### src/swt_pkg.sv
// Shared constants and types for the shell word tokenizer.
package swt_pkg;

  localparam logic [7:0] CH_NUL    = 8'h00;
  localparam logic [7:0] CH_SPACE  = 8'h20;
  localparam logic [7:0] CH_TAB    = 8'h09;
  localparam logic [7:0] CH_SQUOTE = 8'h27;
  localparam logic [7:0] CH_DQUOTE = 8'h22;
  localparam logic [7:0] CH_BSLASH = 8'h5C;
  localparam logic [7:0] CH_PIPE   = 8'h7C;
  localparam logic [7:0] CH_GT     = 8'h3E;
  localparam logic [7:0] CH_LT     = 8'h3C;
  localparam logic [7:0] CH_AMP    = 8'h26;
  localparam logic [7:0] CH_STAR   = 8'h2A;

  localparam int unsigned CFG_W   = 5;
  localparam int unsigned IDX_W   = 4;
  localparam int unsigned COUNT_W = 5;

  localparam logic [CFG_W-1:0] MAX_WORDS_RST = 5'd16;

  typedef enum logic [2:0] {
    ST_OK           = 3'd0,
    ST_TOO_MANY     = 3'd1,
    ST_META         = 3'd2,
    ST_OPEN_QUOTE   = 3'd3,
    ST_TRAIL_BSLASH = 3'd4
  } swt_status_t;

  typedef struct packed {
    logic               has_char;
    logic [7:0]         out_char;
    logic [IDX_W-1:0]   word_index;
    logic               word_end;
    logic               line_end;
    logic [COUNT_W-1:0] word_count;
    swt_status_t        status;
  } swt_res_t;

endpackage

### src/swt_char_if.sv
// Input channel: one line character per transfer.
interface swt_char_if;
  logic       valid;
  logic       ready;
  logic [7:0] ch;

  modport source (output valid, output ch, input ready);
  modport sink   (input valid, input ch, output ready);
endinterface

### src/swt_tok_if.sv
// Result channel: word characters, word ends and line ends.
interface swt_tok_if;
  logic       valid;
  logic       ready;
  logic       has_char;
  logic [7:0] out_char;
  logic [3:0] word_index;
  logic       word_end;
  logic       line_end;
  logic [4:0] word_count;
  logic [2:0] status;

  modport source (output valid, output has_char, output out_char, output word_index,
                  output word_end, output line_end, output word_count, output status,
                  input ready);
  modport sink   (input valid, input has_char, input out_char, input word_index,
                  input word_end, input line_end, input word_count, input status,
                  output ready);
endinterface

### src/swt_core.sv
// Tokenizer state and the per-character step logic.
module swt_core #(
  parameter int MAX_WORDS = 16
) (
  input  logic                        clk,
  input  logic                        rst_n,
  input  logic                        step,
  input  logic [7:0]                  ch,
  input  logic [swt_pkg::CFG_W-1:0]   max_words,
  output logic                        emit,
  output swt_pkg::swt_res_t           res
);
  import swt_pkg::*;

  localparam int WW = $clog2(MAX_WORDS + 1);
  localparam int LW = (WW > 5) ? WW : 5;

  typedef enum logic [2:0] {
    M_BETWEEN,
    M_WORD,
    M_QUOTED,
    M_ESCAPE,
    M_DROP
  } mode_t;

  mode_t        mode_r, mode_nxt;
  logic         quote_kind_r, quote_kind_nxt;
  logic         esc_q_r, esc_q_nxt;
  logic [WW-1:0] words_r, words_nxt;
  swt_status_t  pend_r, pend_nxt;

  logic [LW-1:0] lim;
  logic [LW-1:0] cfg_ext;
  logic [LW-1:0] words_ext;
  logic [LW-1:0] idx_full;
  logic          blank;
  logic          is_meta;
  logic          do_unq;
  logic          r_has, r_wend, r_lend;
  swt_status_t   r_st;

  assign cfg_ext   = LW'(max_words);
  assign lim       = (cfg_ext > LW'(MAX_WORDS)) ? LW'(MAX_WORDS) : cfg_ext;
  assign words_ext = LW'(words_r);
  assign blank     = (ch == CH_SPACE) || (ch == CH_TAB);
  assign is_meta   = (ch == CH_PIPE) || (ch == CH_GT) || (ch == CH_LT) ||
                     (ch == CH_AMP) || (ch == CH_STAR);

  always_comb begin
    mode_nxt       = mode_r;
    quote_kind_nxt = quote_kind_r;
    esc_q_nxt      = esc_q_r;
    words_nxt      = words_r;
    pend_nxt       = pend_r;
    do_unq         = 1'b0;
    r_has          = 1'b0;
    r_wend         = 1'b0;
    r_lend         = 1'b0;
    r_st           = ST_OK;

    unique case (mode_r)
      M_BETWEEN: begin
        if (ch == CH_NUL) begin
          r_lend = 1'b1;
        end else if (!blank) begin
          if (words_ext >= lim) begin
            pend_nxt = ST_TOO_MANY;
            mode_nxt = M_DROP;
          end else begin
            words_nxt = words_r + WW'(1);
            mode_nxt  = M_WORD;
            do_unq    = 1'b1;
          end
        end
      end
      M_WORD: begin
        if (ch == CH_NUL) begin
          r_lend = 1'b1;
          r_wend = 1'b1;
        end else if (blank) begin
          mode_nxt = M_BETWEEN;
          r_wend   = 1'b1;
        end else begin
          do_unq = 1'b1;
        end
      end
      M_QUOTED: begin
        if (ch == CH_NUL) begin
          r_lend = 1'b1;
          r_st   = ST_OPEN_QUOTE;
        end else if (ch == CH_BSLASH) begin
          mode_nxt  = M_ESCAPE;
          esc_q_nxt = 1'b1;
        end else if (ch == (quote_kind_r ? CH_DQUOTE : CH_SQUOTE)) begin
          mode_nxt = M_WORD;
        end else begin
          r_has = 1'b1;
        end
      end
      M_ESCAPE: begin
        if (ch == CH_NUL) begin
          r_lend = 1'b1;
          r_st   = ST_TRAIL_BSLASH;
        end else begin
          mode_nxt  = esc_q_r ? M_QUOTED : M_WORD;
          esc_q_nxt = 1'b0;
          r_has     = 1'b1;
        end
      end
      M_DROP: begin
        if (ch == CH_NUL) begin
          r_lend = 1'b1;
          r_st   = pend_r;
        end
      end
      default: begin
        mode_nxt = M_BETWEEN;
      end
    endcase

    // unquoted word character handling
    if (do_unq) begin
      priority if (ch == CH_BSLASH) begin
        mode_nxt  = M_ESCAPE;
        esc_q_nxt = 1'b0;
      end else if ((ch == CH_SQUOTE) || (ch == CH_DQUOTE)) begin
        mode_nxt       = M_QUOTED;
        quote_kind_nxt = (ch == CH_DQUOTE);
      end else if (is_meta) begin
        pend_nxt = ST_META;
        mode_nxt = M_DROP;
      end else begin
        r_has = 1'b1;
      end
    end

    if (r_lend) begin
      mode_nxt       = M_BETWEEN;
      quote_kind_nxt = 1'b0;
      esc_q_nxt      = 1'b0;
      words_nxt      = '0;
      pend_nxt       = ST_OK;
    end
  end

  // index of the current word, taken after a word start in this step
  always_comb begin
    idx_full = (words_nxt != '0 && !r_lend) ? LW'(words_nxt) - LW'(1) :
               (words_r != '0)              ? words_ext - LW'(1) : '0;
  end

  assign emit = r_has || r_wend || r_lend;

  always_comb begin
    res            = '0;
    res.has_char   = r_has;
    res.out_char   = r_has ? ch : 8'h00;
    res.word_index = (r_has || r_wend) ? idx_full[IDX_W-1:0] : '0;
    res.word_end   = r_wend;
    res.line_end   = r_lend;
    res.word_count = r_lend ? words_ext[COUNT_W-1:0] : '0;
    res.status     = r_lend ? r_st : ST_OK;
  end

  always_ff @(posedge clk) begin
    if (!rst_n) begin
      mode_r       <= M_BETWEEN;
      quote_kind_r <= 1'b0;
      esc_q_r      <= 1'b0;
      words_r      <= '0;
      pend_r       <= ST_OK;
    end else if (step) begin
      mode_r       <= mode_nxt;
      quote_kind_r <= quote_kind_nxt;
      esc_q_r      <= esc_q_nxt;
      words_r      <= words_nxt;
      pend_r       <= pend_nxt;
    end
  end

endmodule

### src/shell_word_tokenizer.sv
// Streaming shell command-line word splitter, top level.
// Path: input register, then step logic into the result register.
// Throughput: one character per cycle unless the output stalls; the input
// and result registers hold one entry each, so input stalls only once both
// are full and out_chan.ready is low.
// Reset (rst_n low, synchronous): channels empty, max_words back to 16,
// tokenizer between words with no words counted.
module shell_word_tokenizer #(
  parameter int MAX_WORDS = 16
) (
  input  logic                      clk,
  input  logic                      rst_n,
  swt_char_if.sink                  in_chan,
  swt_tok_if.source                 out_chan,
  input  logic                      cfg_we,
  input  logic [swt_pkg::CFG_W-1:0] cfg_data
);
  import swt_pkg::*;

  logic [CFG_W-1:0]   max_words_val_r;
  logic               in_valid_r;
  logic [7:0]         ch_r;
  logic               out_valid_r;
  swt_res_t           res_r;
  swt_res_t           res;
  logic               emit;
  logic               adv;
  logic               step;

  assign adv          = !out_valid_r || out_chan.ready;
  assign in_chan.ready = !in_valid_r || adv;
  assign step         = in_valid_r && adv;

  swt_core #(
    .MAX_WORDS(MAX_WORDS)
  ) u_core (
    .clk       (clk),
    .rst_n     (rst_n),
    .step      (step),
    .ch        (ch_r),
    .max_words (max_words_val_r),
    .emit      (emit),
    .res       (res)
  );

  always_ff @(posedge clk) begin
    if (!rst_n) begin
      max_words_val_r <= MAX_WORDS_RST;
      in_valid_r      <= 1'b0;
      out_valid_r     <= 1'b0;
    end else begin
      if (cfg_we) begin
        max_words_val_r <= cfg_data;
      end
      if (in_chan.ready) begin
        in_valid_r <= in_chan.valid;
      end
      if (adv) begin
        out_valid_r <= step && emit;
      end
    end
  end

  // payload registers
  always_ff @(posedge clk) begin
    if (in_chan.ready && in_chan.valid) begin
      ch_r <= in_chan.ch;
    end
    if (adv && step) begin
      res_r <= res;
    end
  end

  assign out_chan.valid      = out_valid_r;
  assign out_chan.has_char   = res_r.has_char;
  assign out_chan.out_char   = res_r.out_char;
  assign out_chan.word_index = res_r.word_index;
  assign out_chan.word_end   = res_r.word_end;
  assign out_chan.line_end   = res_r.line_end;
  assign out_chan.word_count = res_r.word_count;
  assign out_chan.status     = res_r.status;

endmodule
### src/flat_wrapper.sv
// flat-port wrapper written by rule: the top's interface ports become plain ports
module shell_word_tokenizer_flat import swt_pkg::*;
#(
  parameter int MAX_WORDS = 16
)
  (clk, rst_n, cfg_we, cfg_data, in_chan_valid, in_chan_ch, in_chan_ready, out_chan_valid, out_chan_has_char, out_chan_out_char, out_chan_word_index, out_chan_word_end, out_chan_line_end, out_chan_word_count, out_chan_status, out_chan_ready);
  swt_char_if in_chan_i ();
  swt_tok_if out_chan_i ();
  input  logic clk;
  input  logic rst_n;
  input  logic cfg_we;
  input  logic [swt_pkg::CFG_W-1:0] cfg_data;
  input wire logic [$bits(in_chan_i.valid)-1:0] in_chan_valid;
  input wire logic [$bits(in_chan_i.ch)-1:0] in_chan_ch;
  output wire logic [$bits(in_chan_i.ready)-1:0] in_chan_ready;
  output wire logic [$bits(out_chan_i.valid)-1:0] out_chan_valid;
  output wire logic [$bits(out_chan_i.has_char)-1:0] out_chan_has_char;
  output wire logic [$bits(out_chan_i.out_char)-1:0] out_chan_out_char;
  output wire logic [$bits(out_chan_i.word_index)-1:0] out_chan_word_index;
  output wire logic [$bits(out_chan_i.word_end)-1:0] out_chan_word_end;
  output wire logic [$bits(out_chan_i.line_end)-1:0] out_chan_line_end;
  output wire logic [$bits(out_chan_i.word_count)-1:0] out_chan_word_count;
  output wire logic [$bits(out_chan_i.status)-1:0] out_chan_status;
  input wire logic [$bits(out_chan_i.ready)-1:0] out_chan_ready;
  assign in_chan_i.valid = in_chan_valid;
  assign in_chan_i.ch = in_chan_ch;
  assign in_chan_ready = in_chan_i.ready;
  assign out_chan_valid = out_chan_i.valid;
  assign out_chan_has_char = out_chan_i.has_char;
  assign out_chan_out_char = out_chan_i.out_char;
  assign out_chan_word_index = out_chan_i.word_index;
  assign out_chan_word_end = out_chan_i.word_end;
  assign out_chan_line_end = out_chan_i.line_end;
  assign out_chan_word_count = out_chan_i.word_count;
  assign out_chan_status = out_chan_i.status;
  assign out_chan_i.ready = out_chan_ready;
  shell_word_tokenizer #(.MAX_WORDS(MAX_WORDS)) u_core (.clk(clk), .rst_n(rst_n), .in_chan(in_chan_i), .out_chan(out_chan_i), .cfg_we(cfg_we), .cfg_data(cfg_data));
endmodule
### config.mk
export PLATFORM = sky130hd
export DESIGN_NAME = shell_word_tokenizer_flat
export DESIGN_NICKNAME = d
export VERILOG_FILES = /design/src/swt_pkg.sv /design/src/swt_char_if.sv /design/src/swt_tok_if.sv /design/src/swt_core.sv /design/src/shell_word_tokenizer.sv /design/src/flat_wrapper.sv
export SDC_FILE = /design/constraint.sdc
export NUM_CORES = 1
export LEC_CHECK = 0
export ABC_AREA = 1
export BUFFER_PORTS_ARGS = -buffer_cell sky130_fd_sc_hd__buf_2
export CORE_MARGIN = 2
export CORE_UTILIZATION = 60
export DETAILED_ROUTE_END_ITERATION = 10
export PLACE_DENSITY_LB_ADDON = 0.2
export SYNTH_ARGS = -nofsm -noshare
export SYNTH_HDL_FRONTEND = slang
export SYNTH_HIERARCHICAL = 1
export SYNTH_SLANG_ARGS = --single-unit
### constraint.sdc
create_clock -name clk -period 11 [get_ports clk]
set_input_delay 2.2 -clock clk [delete_from_list [all_inputs] [get_ports clk]]
set_output_delay 2.2 -clock clk [all_outputs]
set_load 0.01 [all_outputs]
==> reports/qor.txt <==
status: completed
total grt overflow: 0
hold crit path type: reg -> reg
first-pass iteration count of the detailed router: 5
overall power: 0.454 mW
Longest Clk Path Bufs: 2
Setup-failing EPs final: 0
H-tree depth: 2
# rows: 25
slew at the pin closest to its max-slew limit: 0.527 ns
worst endpoint required time: 8.80 ns
register bit total from synthesis: 51
Peak VDD IR: 0.0000843 V
largest net degree at the start of global routing: 35
total negative slack: 0 ns
yosys warns: 6
PostCTS Resize Cnt: 0
Slew HR: 0.646
Reg2Reg Depth: 18
Fill cells: 413
I/O pins: 43
Core Area: 0.00469 sq mm
DRT Wirelength: 5.22 mm
Post-Syn Area: 0.00292 sq mm
CTS sink count: 51
antenna-violating nets left: 0
Avg Inst Size Synth: 8.19 sq um
Vert. Die Dim: 73.7 microns
P&R area growth vs syn: 11.8%
hold_buf cts: 0
die width: 73.7 microns
Ant. Diodes: 0
Slew Limit Fails: 0
crit-path max FO: 3
Yosys cell types: 34
CTS root buf: clkbuf_8
Critical Path End: in_chan_ready
FF-to-FF setup slack: 8.28 ns
CP Launch Point: out_chan_ready
global-route wire length before repair: 8.84 mm
Mapped Cells: 356
Fmax: 0.206 GHz
Power Density: 139 mW/mm^2
Post-CTS Setup Repair Bufs: 0
Final #Nets: 425
maxcap violations: 0
Worst EP arrival: 2.64 ns
GRT Overall Usage: 0.210
static leakage: 1.46 nW
CTS clock-pin slew for the worst setup and hold paths: 0.08 ns
Clock Skew: 0.00736 ns
Initial Util: 0.621
crit start category: primary input
vias in the first global route: 1,994
DIE AREA: 0.00543 sq mm
final hold vios: 0
Setup Crit Path Kind: in -> out
share of cells above drive strength 1: 0.248
TritonCTS Buffers: 5
Routed WL per cell: 11.5 microns
vias: 2,385
Seq/Total Area, Yosys: 0.457
antenna violations before repair: 0
Final Cycle Share: 0.440
initial drt markers: 187
minimum clock period: 4.84 ns
worst r2r dst: u_core/out_chan.word_index[2]$_DFFE_PP_
Hold Crit Start: u_core/u_core/pend_r[2]$_SDFFE_PN0P_
port bufs: 42
syn nets: 383
Worst-Skew Late Latency: 0.30 ns
Final GP Congestion: 0.909
# DRC: 0
Critical Path End Type: output port
CTS tree: built
unrepaired setup endpoints after global routing: false
DR vias/cell: 5.26
Reg-to-Reg Start: u_core/u_core/words_ext[0]$_SDFFE_PN0P_
Post-DP HPWL: 4.00 mm
==> flip-flops by register name (all words and copies together), names as in the netlist <==
signal and flops:
u_core/ch_r 8, u_core/in_valid_r 1, u_core/max_words_val_r 5, u_core/out_chan.has_char 1, u_core/out_chan.line_end 1, u_core/out_chan.out_char 8, u_core/out_chan.status 3, u_core/out_chan.valid 1
u_core/out_chan.word_count 5, u_core/out_chan.word_end 1, u_core/out_chan.word_index 4, u_core/u_core/esc_q_r 1, u_core/u_core/mode_r 3, u_core/u_core/pend_r 3, u_core/u_core/quote_kind_r 1, u_core/u_core/words_ext 5
==> stage by stage <==
stage	area, sq um	setup slack (ns)	hold WS [ns]	std cells	util
3_5_place_dp	3150	6.15	0.464	445	0.672
6_report	3260	6.16	0.475	453	0.695
4_1_cts	3260	6.15	0.475	453	0.695
2_1_floorplan	2920	5.45	0.435	356	-
3_3_place_gp	3150	6.18	0.453	445	0.672
5_1_grt	3260	6.10	0.488	453	0.695
==> area by class of cell <==
class | instances | area [sq um] | area share
multi-input cells | 248 | 1350 | 0.415
flip-flops and latches | 51 | 1330 | 0.408
repair buffers | 43 | 218 | 0.0668
inverters | 49 | 184 | 0.0564
clock buffers | 7 | 76.3 | 0.0234
well taps | 54 | 67.6 | 0.0207
clock inverters | 1 | 30.0 | 0.00921
==> where the power goes <==
group          internal [mW]  switching, mW
clock network         0.0680         0.0543
registers              0.219        0.00775
logic                 0.0381         0.0669
==> worst min-delay path by stage <==
stage,cells after the start,end,slack (ns)
global route,2,u_core/u_core/pend_r[2]$_SDFFE_PN0P_,0.49
floorplan,2,u_core/u_core/pend_r[2]$_SDFFE_PN0P_,0.44
global placement,2,u_core/u_core/pend_r[2]$_SDFFE_PN0P_,0.45
CTS,2,u_core/u_core/pend_r[2]$_SDFFE_PN0P_,0.48
finish,2,u_core/u_core/pend_r[2]$_SDFFE_PN0P_,0.47
detailed placement,2,u_core/u_core/pend_r[2]$_SDFFE_PN0P_,0.46
==> kinds of logic after synthesis <==
logic type,after synthesis,share of synthesized area
AO/OA/AOI/OAI,44,0.0854
AND/OR/NAND/NOR,193,0.333
buffers and inverters,57,0.0807
adder cells (fa/ha/maj),9,0.0386
flip-flops,51,0.457
XOR/XNOR,2,0.00601
==> worst max-delay path: stages <==
cell and delay, ns:
buf_2 0.10, inv_1 0.11, nand3_2 0.09, buf_2 0.15
==> cells in the mapped netlist <==
cell type  count  area [sq um]
nand2_1       72           270
nor2_1        53           199
inv_1         36           135
edfxtp_1      31           931
a21oi_1       23           115
dfxtp_1       20           400
nand3_1       18          90.1
o21ai_0       13          65.1
inv_2         12          45.0
ha_1           9           113
nand2_2        9          56.3
nand4_1        9          56.3
nor2_2         9          56.3
nand3_2        8          80.1
buf_4          5          37.5
nor3_1         5          25.0
nor2_8         3          60.1
o211ai_1       3          22.5
nand2_4        2          22.5
nor2_4         2          22.5
a21boi_0       1          7.51
a21oi_2        1          8.76
buf_2          1          5.00
clkbuf_1       1          3.75
clkbuf_2       1          5.00
clkinv_1       1          3.75
nand3_4        1          17.5
nand3b_1       1          7.51
o21ai_4        1          16.3
o22ai_1        1          6.26
o31ai_1        1          7.51
or2_2          1          6.26
xnor2_1        1          8.76
xor2_1         1          8.76
==> metal layers <==
layer  GRT usage  share of wire
met4      0.0626          0.011
met1       0.304           0.49
met2       0.313           0.44
met5           0              0
met3      0.0494          0.057
==> placed cells by master, fill, tap and decap left out, types with 2 or more instances in the layout <==
| cell | n |
|---|---|
| ha_1 | 9 |
| nor2_8 | 3 |
| nand3_1 | 18 |
| nor2_2 | 9 |
| nand2_1 | 72 |
| clkbuf_1 | 2 |
| clkbuf_8 | 5 |
| o21ai_0 | 13 |
| nand2_4 | 2 |
| nand2_2 | 9 |
| inv_2 | 12 |
| nor2_4 | 2 |
| nand4_1 | 9 |
| buf_2 | 42 |
| nor2_1 | 53 |
| inv_1 | 36 |
| nand3_2 | 8 |
| edfxtp_1 | 31 |
| o211ai_1 | 3 |
| nor3_1 | 5 |
| a21oi_1 | 23 |
| dfxtp_1 | 20 |
(Power assumes the default switching activity.)
